`config.mk`:
```
export PLATFORM = sky130hd
export DESIGN_NAME = eigen_pair_tile_partitioner_top
export DESIGN_NICKNAME = d
export VERILOG_FILES = /design/src/rtl/eptp_pkg.sv /design/src/rtl/eptp_in_reg.sv /design/src/rtl/eptp_core.sv /design/src/rtl/eptp_out_reg.sv /design/src/rtl/eigen_pair_tile_partitioner_top.sv
export SDC_FILE = /design/constraint.sdc
export NUM_CORES = 1
export LEC_CHECK = 0
export ABC_AREA = 1
export BUFFER_PORTS_ARGS = -buffer_cell sky130_fd_sc_hd__buf_2
export CAP_MARGIN = 20
export CORE_MARGIN = 2
export CORE_UTILIZATION = 55
export DETAILED_ROUTE_END_ITERATION = 6
export GPL_ROUTABILITY_DRIVEN = 0
export PLACE_DENSITY = 0.78
export SYNTH_ARGS = -nofsm -noshare
export SYNTH_HDL_FRONTEND = slang
export SYNTH_SLANG_ARGS = --single-unit
```
`constraint.sdc`:
```
create_clock -name i_clk -period 6.3 [get_ports i_clk]
set_input_delay 0.63 -clock i_clk [delete_from_list [all_inputs] [get_ports i_clk]]
set_output_delay 0.63 -clock i_clk [all_outputs]
set_load 0.05 [all_outputs]
```
`src/rtl/eptp_pkg.sv`:
```
package eptp_pkg;

    localparam int unsigned ROW_W = 16;
    localparam int unsigned BND_W = 17;
    localparam int unsigned IDX_W = 2;

    localparam logic [IDX_W-1:0] CFG_MATRIX_ORDER = 2'd0;
    localparam logic [IDX_W-1:0] CFG_TILE_SIZE    = 2'd1;
    localparam logic [IDX_W-1:0] CFG_TILE_COUNT   = 2'd2;

    localparam logic [ROW_W-1:0] RST_MATRIX_ORDER = 16'd1;
    localparam logic [ROW_W-1:0] RST_TILE_SIZE    = 16'd64;
    localparam logic [ROW_W-1:0] RST_TILE_COUNT   = 16'd1;

    typedef struct packed {
        logic [ROW_W-1:0] tile_index;
        logic [ROW_W-1:0] start_row;
        logic             shifted;
        logic             is_pad;
    } t_result;

    typedef struct packed {
        logic             we;
        logic [IDX_W-1:0] index;
        logic [ROW_W-1:0] data;
    } t_cfg_write;

endpackage

```
`src/rtl/eptp_in_reg.sv`:
```
module eptp_in_reg (
    input  logic i_clk,
    input  logic i_rst_n,
    input  logic i_in_valid,
    output logic o_in_ready,
    input  logic i_is_complex,
    input  logic i_advance,
    output logic o_valid,
    output logic o_is_complex
);
    import eptp_pkg::*;

    logic r_valid;
    logic r_is_complex;
    logic n_valid;
    logic w_accept;

    // slot frees up in the same cycle the stage behind takes the request
    assign o_in_ready = !r_valid || i_advance;
    assign w_accept   = i_in_valid && o_in_ready;

    always_comb begin
        n_valid = r_valid;
        if (w_accept) begin
            n_valid = 1'b1;
        end else if (i_advance) begin
            n_valid = 1'b0;
        end
    end

    always_ff @(posedge i_clk) begin
        if (!i_rst_n) begin
            r_valid <= 1'b0;
        end else begin
            r_valid <= n_valid;
        end
    end

    always_ff @(posedge i_clk) begin
        if (w_accept) begin
            r_is_complex <= i_is_complex;
        end
    end

    assign o_valid      = r_valid;
    assign o_is_complex = r_is_complex;

endmodule

```
`src/rtl/eptp_core.sv`:
```
module eptp_core (
    input  logic                 i_clk,
    input  logic                 i_rst_n,
    input  eptp_pkg::t_cfg_write i_cfg,
    input  logic                 i_advance,
    input  logic                 i_is_complex,
    output logic                 o_emit,
    output eptp_pkg::t_result    o_result
);
    import eptp_pkg::*;

    logic [ROW_W-1:0] r_matrix_order;
    logic [ROW_W-1:0] r_tile_size;
    logic [ROW_W-1:0] r_tile_count;

    logic [ROW_W-1:0] r_row_counter;
    logic [ROW_W-1:0] r_current_tile;
    logic [BND_W-1:0] r_next_boundary;
    logic             r_parity;
    logic             r_skip;

    logic [ROW_W-1:0] w_order;
    logic             w_parity;
    logic [BND_W-1:0] w_cnt;
    logic             w_last;
    logic             w_more_tiles;
    logic             w_boundary;
    logic [BND_W:0]   w_start_raw;
    logic [ROW_W-1:0] w_start;
    logic             w_cfg_hit;
    logic [ROW_W-1:0] w_ts_after;

    assign w_order      = (r_matrix_order == '0) ? ROW_W'(1) : r_matrix_order;
    assign w_parity     = r_skip ? r_parity : (r_parity ^ i_is_complex);
    assign w_cnt        = {1'b0, r_row_counter} + BND_W'(1);
    assign w_last       = w_cnt >= {1'b0, w_order};
    assign w_more_tiles = ({1'b0, r_current_tile} + BND_W'(1)) < {1'b0, r_tile_count};
    assign w_boundary   = (w_cnt == r_next_boundary) && w_more_tiles;
    assign w_start_raw  = {1'b0, r_next_boundary} + {{BND_W{1'b0}}, w_parity};
    assign w_start      = (w_start_raw > {2'b00, w_order}) ? w_order
                                                           : w_start_raw[ROW_W-1:0];

    always_comb begin
        o_emit   = 1'b0;
        o_result = '0;
        if (w_last) begin
            o_emit              = 1'b1;
            o_result.tile_index = r_tile_count;
            o_result.start_row  = w_order;
            o_result.is_pad     = 1'b1;
        end else if (w_boundary) begin
            o_emit              = 1'b1;
            o_result.tile_index = r_current_tile + ROW_W'(1);
            o_result.start_row  = w_start;
            o_result.shifted    = w_parity;
        end
    end

    assign w_cfg_hit  = i_cfg.we && (i_cfg.index == CFG_MATRIX_ORDER
                                     || i_cfg.index == CFG_TILE_SIZE
                                     || i_cfg.index == CFG_TILE_COUNT);
    assign w_ts_after = (i_cfg.index == CFG_TILE_SIZE) ? i_cfg.data : r_tile_size;

    always_ff @(posedge i_clk) begin
        if (!i_rst_n) begin
            r_matrix_order <= RST_MATRIX_ORDER;
            r_tile_size    <= RST_TILE_SIZE;
            r_tile_count   <= RST_TILE_COUNT;
        end else if (i_cfg.we) begin
            case (i_cfg.index)
                CFG_MATRIX_ORDER: r_matrix_order <= i_cfg.data;
                CFG_TILE_SIZE:    r_tile_size    <= i_cfg.data;
                CFG_TILE_COUNT:   r_tile_count   <= i_cfg.data;
                default: ;
            endcase
        end
    end

    always_ff @(posedge i_clk) begin
        if (!i_rst_n) begin
            r_row_counter   <= '0;
            r_current_tile  <= '0;
            r_next_boundary <= {1'b0, RST_TILE_SIZE};
            r_parity        <= 1'b0;
            r_skip          <= 1'b0;
        end else if (w_cfg_hit) begin
            r_row_counter   <= '0;
            r_current_tile  <= '0;
            r_next_boundary <= {1'b0, w_ts_after};
            r_parity        <= 1'b0;
            r_skip          <= 1'b0;
        end else if (i_advance) begin
            if (w_last) begin
                // matrix done, start over for the next one
                r_row_counter   <= '0;
                r_current_tile  <= '0;
                r_next_boundary <= {1'b0, r_tile_size};
                r_parity        <= 1'b0;
                r_skip          <= 1'b0;
            end else if (w_boundary) begin
                r_row_counter   <= w_cnt[ROW_W-1:0];
                r_current_tile  <= r_current_tile + ROW_W'(1);
                r_next_boundary <= r_next_boundary + {1'b0, r_tile_size};
                r_parity        <= 1'b0;
                // boundary row of a shifted tile is not counted
                r_skip          <= w_parity;
            end else begin
                r_row_counter   <= w_cnt[ROW_W-1:0];
                r_parity        <= w_parity;
                r_skip          <= 1'b0;
            end
        end
    end

endmodule

```
`src/rtl/eptp_out_reg.sv`:
```
module eptp_out_reg (
    input  logic              i_clk,
    input  logic              i_rst_n,
    input  logic              i_advance,
    input  logic              i_emit,
    input  eptp_pkg::t_result i_result,
    input  logic              i_out_ready,
    output logic              o_out_valid,
    output eptp_pkg::t_result o_result
);
    import eptp_pkg::*;

    logic    r_valid;
    logic    n_valid;
    t_result r_result;

    always_comb begin
        n_valid = r_valid;
        if (i_advance) begin
            n_valid = i_emit;
        end else if (i_out_ready) begin
            n_valid = 1'b0;
        end
    end

    always_ff @(posedge i_clk) begin
        if (!i_rst_n) begin
            r_valid <= 1'b0;
        end else begin
            r_valid <= n_valid;
        end
    end

    always_ff @(posedge i_clk) begin
        if (i_advance && i_emit) begin
            r_result <= i_result;
        end
    end

    assign o_out_valid = r_valid;
    assign o_result    = r_result;

endmodule

```
`src/rtl/eigen_pair_tile_partitioner_top.sv`:
```
// path: an accepted request waits in the input register; its result is captured in the result register as it advances
// throughput: one request per cycle; a result register and an input register keep both
// sides moving, the flow stalls only while a result waits on o_out_valid without i_out_ready
// reset: synchronous, active low; stream state cleared, matrix_order 1, tile_size 64,
// tile_count 1; any write to a mapped register restarts the stream
module eigen_pair_tile_partitioner_top (
    input  logic        i_clk,
    input  logic        i_rst_n,
    input  logic        i_in_valid,
    output logic        o_in_ready,
    input  logic        i_is_complex,
    output logic        o_out_valid,
    input  logic        i_out_ready,
    output logic [15:0] o_tile_index,
    output logic [15:0] o_start_row,
    output logic        o_shifted,
    output logic        o_is_pad,
    input  logic        i_cfg_we,
    input  logic [1:0]  i_cfg_index,
    input  logic [15:0] i_cfg_data
);
    import eptp_pkg::*;

    logic       w_stage_valid;
    logic       w_stage_complex;
    logic       w_advance;
    logic       w_emit;
    t_result    w_core_result;
    t_result    w_out_result;
    t_cfg_write w_cfg;

    assign w_cfg.we    = i_cfg_we;
    assign w_cfg.index = i_cfg_index;
    assign w_cfg.data  = i_cfg_data;

    // the staged request moves on when the result slot is empty or being drained
    assign w_advance = w_stage_valid && (!o_out_valid || i_out_ready);

    eptp_in_reg u_in_reg (
        .i_clk        (i_clk),
        .i_rst_n      (i_rst_n),
        .i_in_valid   (i_in_valid),
        .o_in_ready   (o_in_ready),
        .i_is_complex (i_is_complex),
        .i_advance    (w_advance),
        .o_valid      (w_stage_valid),
        .o_is_complex (w_stage_complex)
    );

    eptp_core u_core (
        .i_clk        (i_clk),
        .i_rst_n      (i_rst_n),
        .i_cfg        (w_cfg),
        .i_advance    (w_advance),
        .i_is_complex (w_stage_complex),
        .o_emit       (w_emit),
        .o_result     (w_core_result)
    );

    eptp_out_reg u_out_reg (
        .i_clk       (i_clk),
        .i_rst_n     (i_rst_n),
        .i_advance   (w_advance),
        .i_emit      (w_emit),
        .i_result    (w_core_result),
        .i_out_ready (i_out_ready),
        .o_out_valid (o_out_valid),
        .o_result    (w_out_result)
    );

    assign o_tile_index = w_out_result.tile_index;
    assign o_start_row  = w_out_result.start_row;
    assign o_shifted    = w_out_result.shifted;
    assign o_is_pad     = w_out_result.is_pad;

`ifndef SYNTHESIS
    a_stage_holds: assert property (@(posedge i_clk) disable iff (!i_rst_n)
        w_stage_valid && !w_advance |=> w_stage_valid)
        else $error("staged request dropped while stalled");

    a_out_holds: assert property (@(posedge i_clk) disable iff (!i_rst_n)
        o_out_valid && !i_out_ready |=> o_out_valid)
        else $error("result dropped while stalled");

    a_pad_unshifted: assert property (@(posedge i_clk) disable iff (!i_rst_n)
        o_out_valid && o_is_pad |-> !o_shifted && o_start_row != 16'd0)
        else $error("pad entry malformed");

    a_tile_nonzero: assert property (@(posedge i_clk) disable iff (!i_rst_n)
        o_out_valid && !o_is_pad |-> o_tile_index != 16'd0)
        else $error("tile boundary reported for tile zero");
`endif

endmodule

```
# Yosys cells after proc, flatten, opt, wreduce, memory -nomap -nowiden
# Index checks and enable logic that the tools add are counted.
totals:
  regBits: 136
  in_bits: 24
  output_inout_bits: 36
  word_cells: 78
op_classes:
  addsub: 5
  magnitude_cmp: 3
  eq_ne: 3
  muxes: 24
  bitwise: 3
  n_reduce_logical: 24
ops:
  columns: ["op", "count"]
  rows:
  - ["two-way mux 16 bit", 8]
  - ["adder 16 x 1 -> 17 bit, second input constant", 2]
  - ["two-way mux 17 bit", 2]
  - ["two-way mux 33 bit", 1]
  - ["two-way mux 32 bit", 1]
  - ["adder 17 x 1 -> 18 bit", 1]
  - ["> comparator 18 x 16 -> 1 bit", 1]
  - ["adder 17 x 16 -> 17 bit", 1]
  - ["equality test 17 bit", 1]
  - [">= comparator 17 x 16 -> 1 bit", 1]
  - ["less-than comparator 17 x 16 -> 1 bit", 1]
  - ["adder 16 x 1 -> 16 bit, second input constant", 1]
  - ["logical NOT 16 bit", 1]
  - ["two-way mux 1 bit", 12]
  - ["AND reduction 2 bit", 4]
  - ["nonzero test 2 bit", 4]
  - ["logical AND 1 bit", 5]
  - ["logical OR 1 bit", 4]
  - ["OR reduction 2 bit", 2]
  - ["nonzero test 3 bit", 1]
  - ["equality test 2 x 1 -> 1 bit, second input constant", 1]
  - ["equality test 2 bit, second input constant", 1]
  - ["logical NOT 1 bit", 2]
  - ["logical NOT 2 bit", 1]
  - ["2 further kinds", 3]

# Longest topological paths before layout
logic_depth:
  depth_word: 7
  mapped_depth: 27

# Cells and area by module
# Synthesis repeated with hierarchy kept, for this count alone.
unflattened:
  hier_cells: 1358
  hier_area_um2: 9435.3
by_module_without_submodules:
  columns: ["mod", "instances", "cells_each", "area_each_um2", "seq_area_each_um2"]
  rows:
  - ["eptp_core", 1, 1306, 8269.2, 1981.9]
  - ["eptp_out_reg", 1, 41, 1068.5, 1041.0]
  - ["eptp_in_reg", 1, 8, 81.3, 50.0]
  - ["eigen_pair_tile_partitioner_top", 1, 3, 16.3, 0.0]

# Least setup slack after synthesis
# OpenSTA, ideal clock, no wires.
synth_path:
  path_kind: "flip-flop to flip-flop"
  startpoint: "register u_core.r_current_tile[0]"
  endpoint: "register u_out_reg.r_result (netlist bit u_out_reg.o_result[0]) (enable)"
  setup_ns: 0.440
  t_arrival_ns: 4.460
  setup_slack_ns: 1.400
  stages_incl_launch_ff: 17
  path_cell_list: "dfxtp_1 -> ha_1 -> nand3_1 -> nor3_1 -> nand3_1 -> nor3_1 -> inv_1 -> o21ai_0 -> inv_1 -> ha_1 -> a21oi_1 -> o211ai_1 -> nor2_1 -> nand2_1 -> nor2_1 -> nand4_2 -> a21oi_1"
synth_between:
  elab_chain_cells: 6
synth_lines:
  columns: ["item", "line_no", "text"]
  rows:
  - ["from (decl)", "eptp_core.sv:17", "logic [ROW_W-1:0] r_current_tile;"]
  - ["from (signal assigned)", "eptp_core.sv:102", "r_current_tile <= r_current_tile + ROW_W'(1);"]
  - ["adder 16 x 1 -> 17 bit", "eptp_core.sv:37", "assign w_more_tiles = ({1'b0, r_current_tile} + BND_W'(1)) < {1'b0, r_tile_count};"]
  - ["less-than comparator 17 x 16 -> 1 bit", "eptp_core.sv:37", null]
  - ["logical AND 1 bit", "eptp_core.sv:38", "assign w_boundary = (w_cnt == r_next_boundary) && w_more_tiles;"]
  - ["two-way mux 1 bit", "eptp_core.sv:51", "end else if (w_boundary) begin"]
  - ["two-way mux 1 bit", "eptp_core.sv:46", "if (w_last) begin"]
  - ["logical AND 1 bit", "eptp_out_reg.sv:35", "if (i_advance && i_emit) begin"]
  - ["to (signal assigned)", "eptp_out_reg.sv:36", "r_result <= i_result;"]
  - ["to (decl)", "eptp_out_reg.sv:15", "t_result r_result;"]
# No other way between the ends.
# A chain may end at the register's enable or synchronous reset.

==> qor.csv <==
stage,metric,value,unit
final_layout,final_nets,1552,
sta,tns,0,ns
floorplanning,floorplan.initialDensity,55.8,%
global_routing,grt_max_degree,56,
cts,clockBufferDepth,2,
hold_path,hold_class,in2reg,
placed_design,io_buffer_count,59,
logic_synthesis,syn_area,9550,µm²
logic_synthesis,seq_area_frac_synth,32.2,%
final_layout,finalNonFillerCells,1700,
critical_path,end_kind,flip-flop,
cts,cts_resized,0,
floorplanning,core.rowCount,48,
detailed_routing,totalWireLength,28.9,mm
logic_synthesis,async_flop_share,0,%
global_routing,grt_use_total,31.9,%
sta,worst_pin_slew,1.11,ns
final_layout,multi_input_area,5540,µm²
run_status,outcome,"finished, violations left",
detailed_routing,drc,1,
critical_path,startpoint_type,flip-flop,
detailed_routing,dr.pass1.iters,7,
critical_path,path_cells,nand2_1 -> xnor2_1 -> ha_1 -> and3_1 -> nand3_1 -> or2_2 -> nor4_1 -> nand3_1 -> xor2_1 -> ha_1 -> nand2_1 -> inv_1 -> nand4_1 -> nor3_1 -> nand3_1 -> nand2_1 -> nand2_1 -> nand3_1 -> nand2_1,
sta,grt_setup_unrepaired,no,
detailed_routing,avgViaCountPerCell,5.75,
pwr,clockPowerShare,36.7,%
final_layout,final_common_cell,nand2_1,
final_layout,syn_to_final_growth,11.0,%
run_status,violations,design-rule violations,
global_routing,antenna_found_initial,0,
sta,drv_slew,0,
pwr,p_per_area,278,nW/µm²
critical_path,cp_max_fo,17,
placed_design,placed_area,9930,µm²
pwr,p_int,1.90,mW
pwr,comb_power_share,28.8,%
cts,clock-root-buffer,clkbuf_16,
sta,timing.fmax,0.208,GHz
sta,hold_violations,0,
detailed_routing,antenna_left,0,
critical_path,crit_top_cell,nand2_1,
placed_design,dp_cells,1666,
critical_path,arrival,4.98,ns
detailed_routing,drtIter0Drc,1105,
cts,numCtsBuffers,17,
critical_path,critPathRequiredTime,6.47,ns
cts,postCtsSetupBuffers,0,
cts,cts_hold_buf,0,
pwr,total_power,2.94,mW
final_layout,finish.utilization,61.9,%
cts,cts_tree,yes,
detailed_routing,wire_per_inst,17.0,µm
cts,path_clk_slew,0.06,ns
floorplanning,fp.dieH,136,µm
critical_path,critPathKind,reg2reg,
final_layout,postLayoutCellArea,10600,µm²
critical_path,rrSetupSlack,1.49,ns
logic_synthesis,synth-edff-count,35,
cts,cts.sinks,136,
pwr,ir_drop,0.213,mV
final_layout,fillers,1574,
floorplanning,ios,60,
logic_synthesis,synth_nets,1517,
floorplanning,core_area,17100,µm²
pwr,swShare,35.6,%
floorplanning,die_area,18400,µm²
final_layout,drive_above_1_share,8.47,%
sta,fin_crit,4.81,ns
logic_synthesis,synth_cells,1427,
logic_synthesis,ys_types,47,
logic_synthesis,yosys_warnings,0,
cts,clkLatencyLatePin,0.43,ns
global_routing,grt_pass1_wl,45.7,mm
sta,fin_skew,0.0140,ns
logic_synthesis,synth_flop_cell,dfxtp_1,
sta,setup_viol,0,
final_layout,final-seq-area,3070,µm²
global_routing,grt_pass1_vias,8991,
sta,relSlewSlack,25.9,%
job,drv_cap,0,
floorplanning,die_w,136,µm
cts,cts_max_level,4,
pwr,p_leak,4.99,nW
global_routing,grt_overflow,0,
critical_path,cp_slowest_stage_delay,0.64,ns
pwr,seqPwrFrac,34.5,%
pwr,netSwitchingPower,1.05,mW
sta,finalCritPeriodShare,76.3,%
logic_synthesis,syn_area_per_cell,6.69,µm²
detailed_routing,vias,9771,
placed_design,hpwl,21.1,mm
final_layout,final_cell_mix,"nand2_1, inv_1, nor2_1",
final_layout,diodes,0,
critical_path,crit_slowest_cell,nand2_1,
logic_synthesis,synth.ff_latch_count,136,
-- synthesized netlist by cell type (all sizes together), types with 3 or more instances --
master / n / area share, %
or2: 5 / 0.33
mux2i: 3 / 0.31
inv: 192 / 7.5
xnor2: 8 / 0.73
nor3: 21 / 1.3
o2111ai: 4 / 0.37
o22ai: 14 / 0.92
dfxtp: 101 / 21
nor4: 4 / 0.26
o21ai: 70 / 3.7
o211ai: 6 / 0.47
nand4: 21 / 1.4
o21a: 3 / 0.24
nand3: 131 / 7.0
nand2: 369 / 15
a21oi: 135 / 7.1
xor2: 31 / 2.8
nand3b: 3 / 0.28
edfxtp: 35 / 11
a211oi: 3 / 0.24
ha: 65 / 8.5
nor2: 142 / 5.8
buf: 15 / 1.1
a21o: 4 / 0.31
clkbuf: 33 / 1.3
-- layout make-up --
type	count	area share, %
clock buffer	21	4.34
clock inverter	11	1.58
multi-input combinational	1051	52.2
inverter	192	6.80
timing repair buffer	64	3.40
sequential	136	29.0
tap	225	2.66
-- routing by layer --
layer	track usage, %	part of all wire [%]	up-vias
li1	-	-	4751
met1	41.9	41	4397
met2	50.4	45	509
met3	6.47	9.4	114
met4	15.0	4.3	0
met5	0	0	-
-- logic make-up (layout without fill, tap and decap cells) --
family                   count (synthesis)  after routing  synth area share [%]
AND/OR/NAND/NOR                        700            700                  31.6
AO/OA/AOI/OAI                          243            243                  13.6
buffers and inverters                  240            288                  9.95
flip-flops                             136            136                  32.2
adder cells (fa/ha/maj)                 66             66                  8.73
XOR/XNOR                                39             39                  3.58
multiplexers                             3              3                 0.315
-- critical path, delay by kind of cell, from the launching register on --
kind,cells,cell delay (ns)
flops,1,0.38
fa+ha+maj,2,0.57
xor+xnor,2,0.50
buf+inv,1,0.07
simple gates,14,3.03
-- power groups by stage --
stage	registers (mW)	clock network (mW)	logic (mW)
2_1_floorplan	1.07	0	0.587
3_3_place_gp	1.03	0	0.801
3_5_place_dp	1.03	0	0.815
4_1_cts	1.01	1.08	0.825
5_1_grt	1.02	1.12	0.941
6_report	1.02	1.08	0.847
-- path summary, 6_finish.rpt --
kind | startpoint | to | cells past startpoint
worst max register to register | u_in_reg.o_is_complex | u_out_reg.o_result[3] | 19
worst max-delay path | u_in_reg.o_is_complex | u_out_reg.o_result[3] | 19
worst min register to register | u_core.r_tile_count[15] | u_core.r_tile_count[15] | 2
worst min-delay path | i_is_complex | u_in_reg.o_is_complex | 1
-- state kept, by name, indices dropped and copies added (netlist names) --
name,cells
u_out_reg.o_result,34
u_core.r_next_boundary,17
u_core.r_current_tile,16
u_core.r_matrix_order,16
u_core.r_row_counter,16
u_core.r_tile_count,16
u_core.r_tile_size,16
u_core.r_parity,1
u_core.r_skip,1
u_in_reg.o_is_complex,1
u_in_reg.o_valid,1
u_out_reg.o_out_valid,1
-- metrics by stage --
step	setup slack (ns)	hold slack (ns)
floorplan	1.40	0.451
global placement	1.70	0.469
detailed placement	1.63	0.474
CTS	1.56	0.374
global route	1.00	0.373
finish	1.49	0.373
Note: power is estimated with default switching activity, not from simulation.
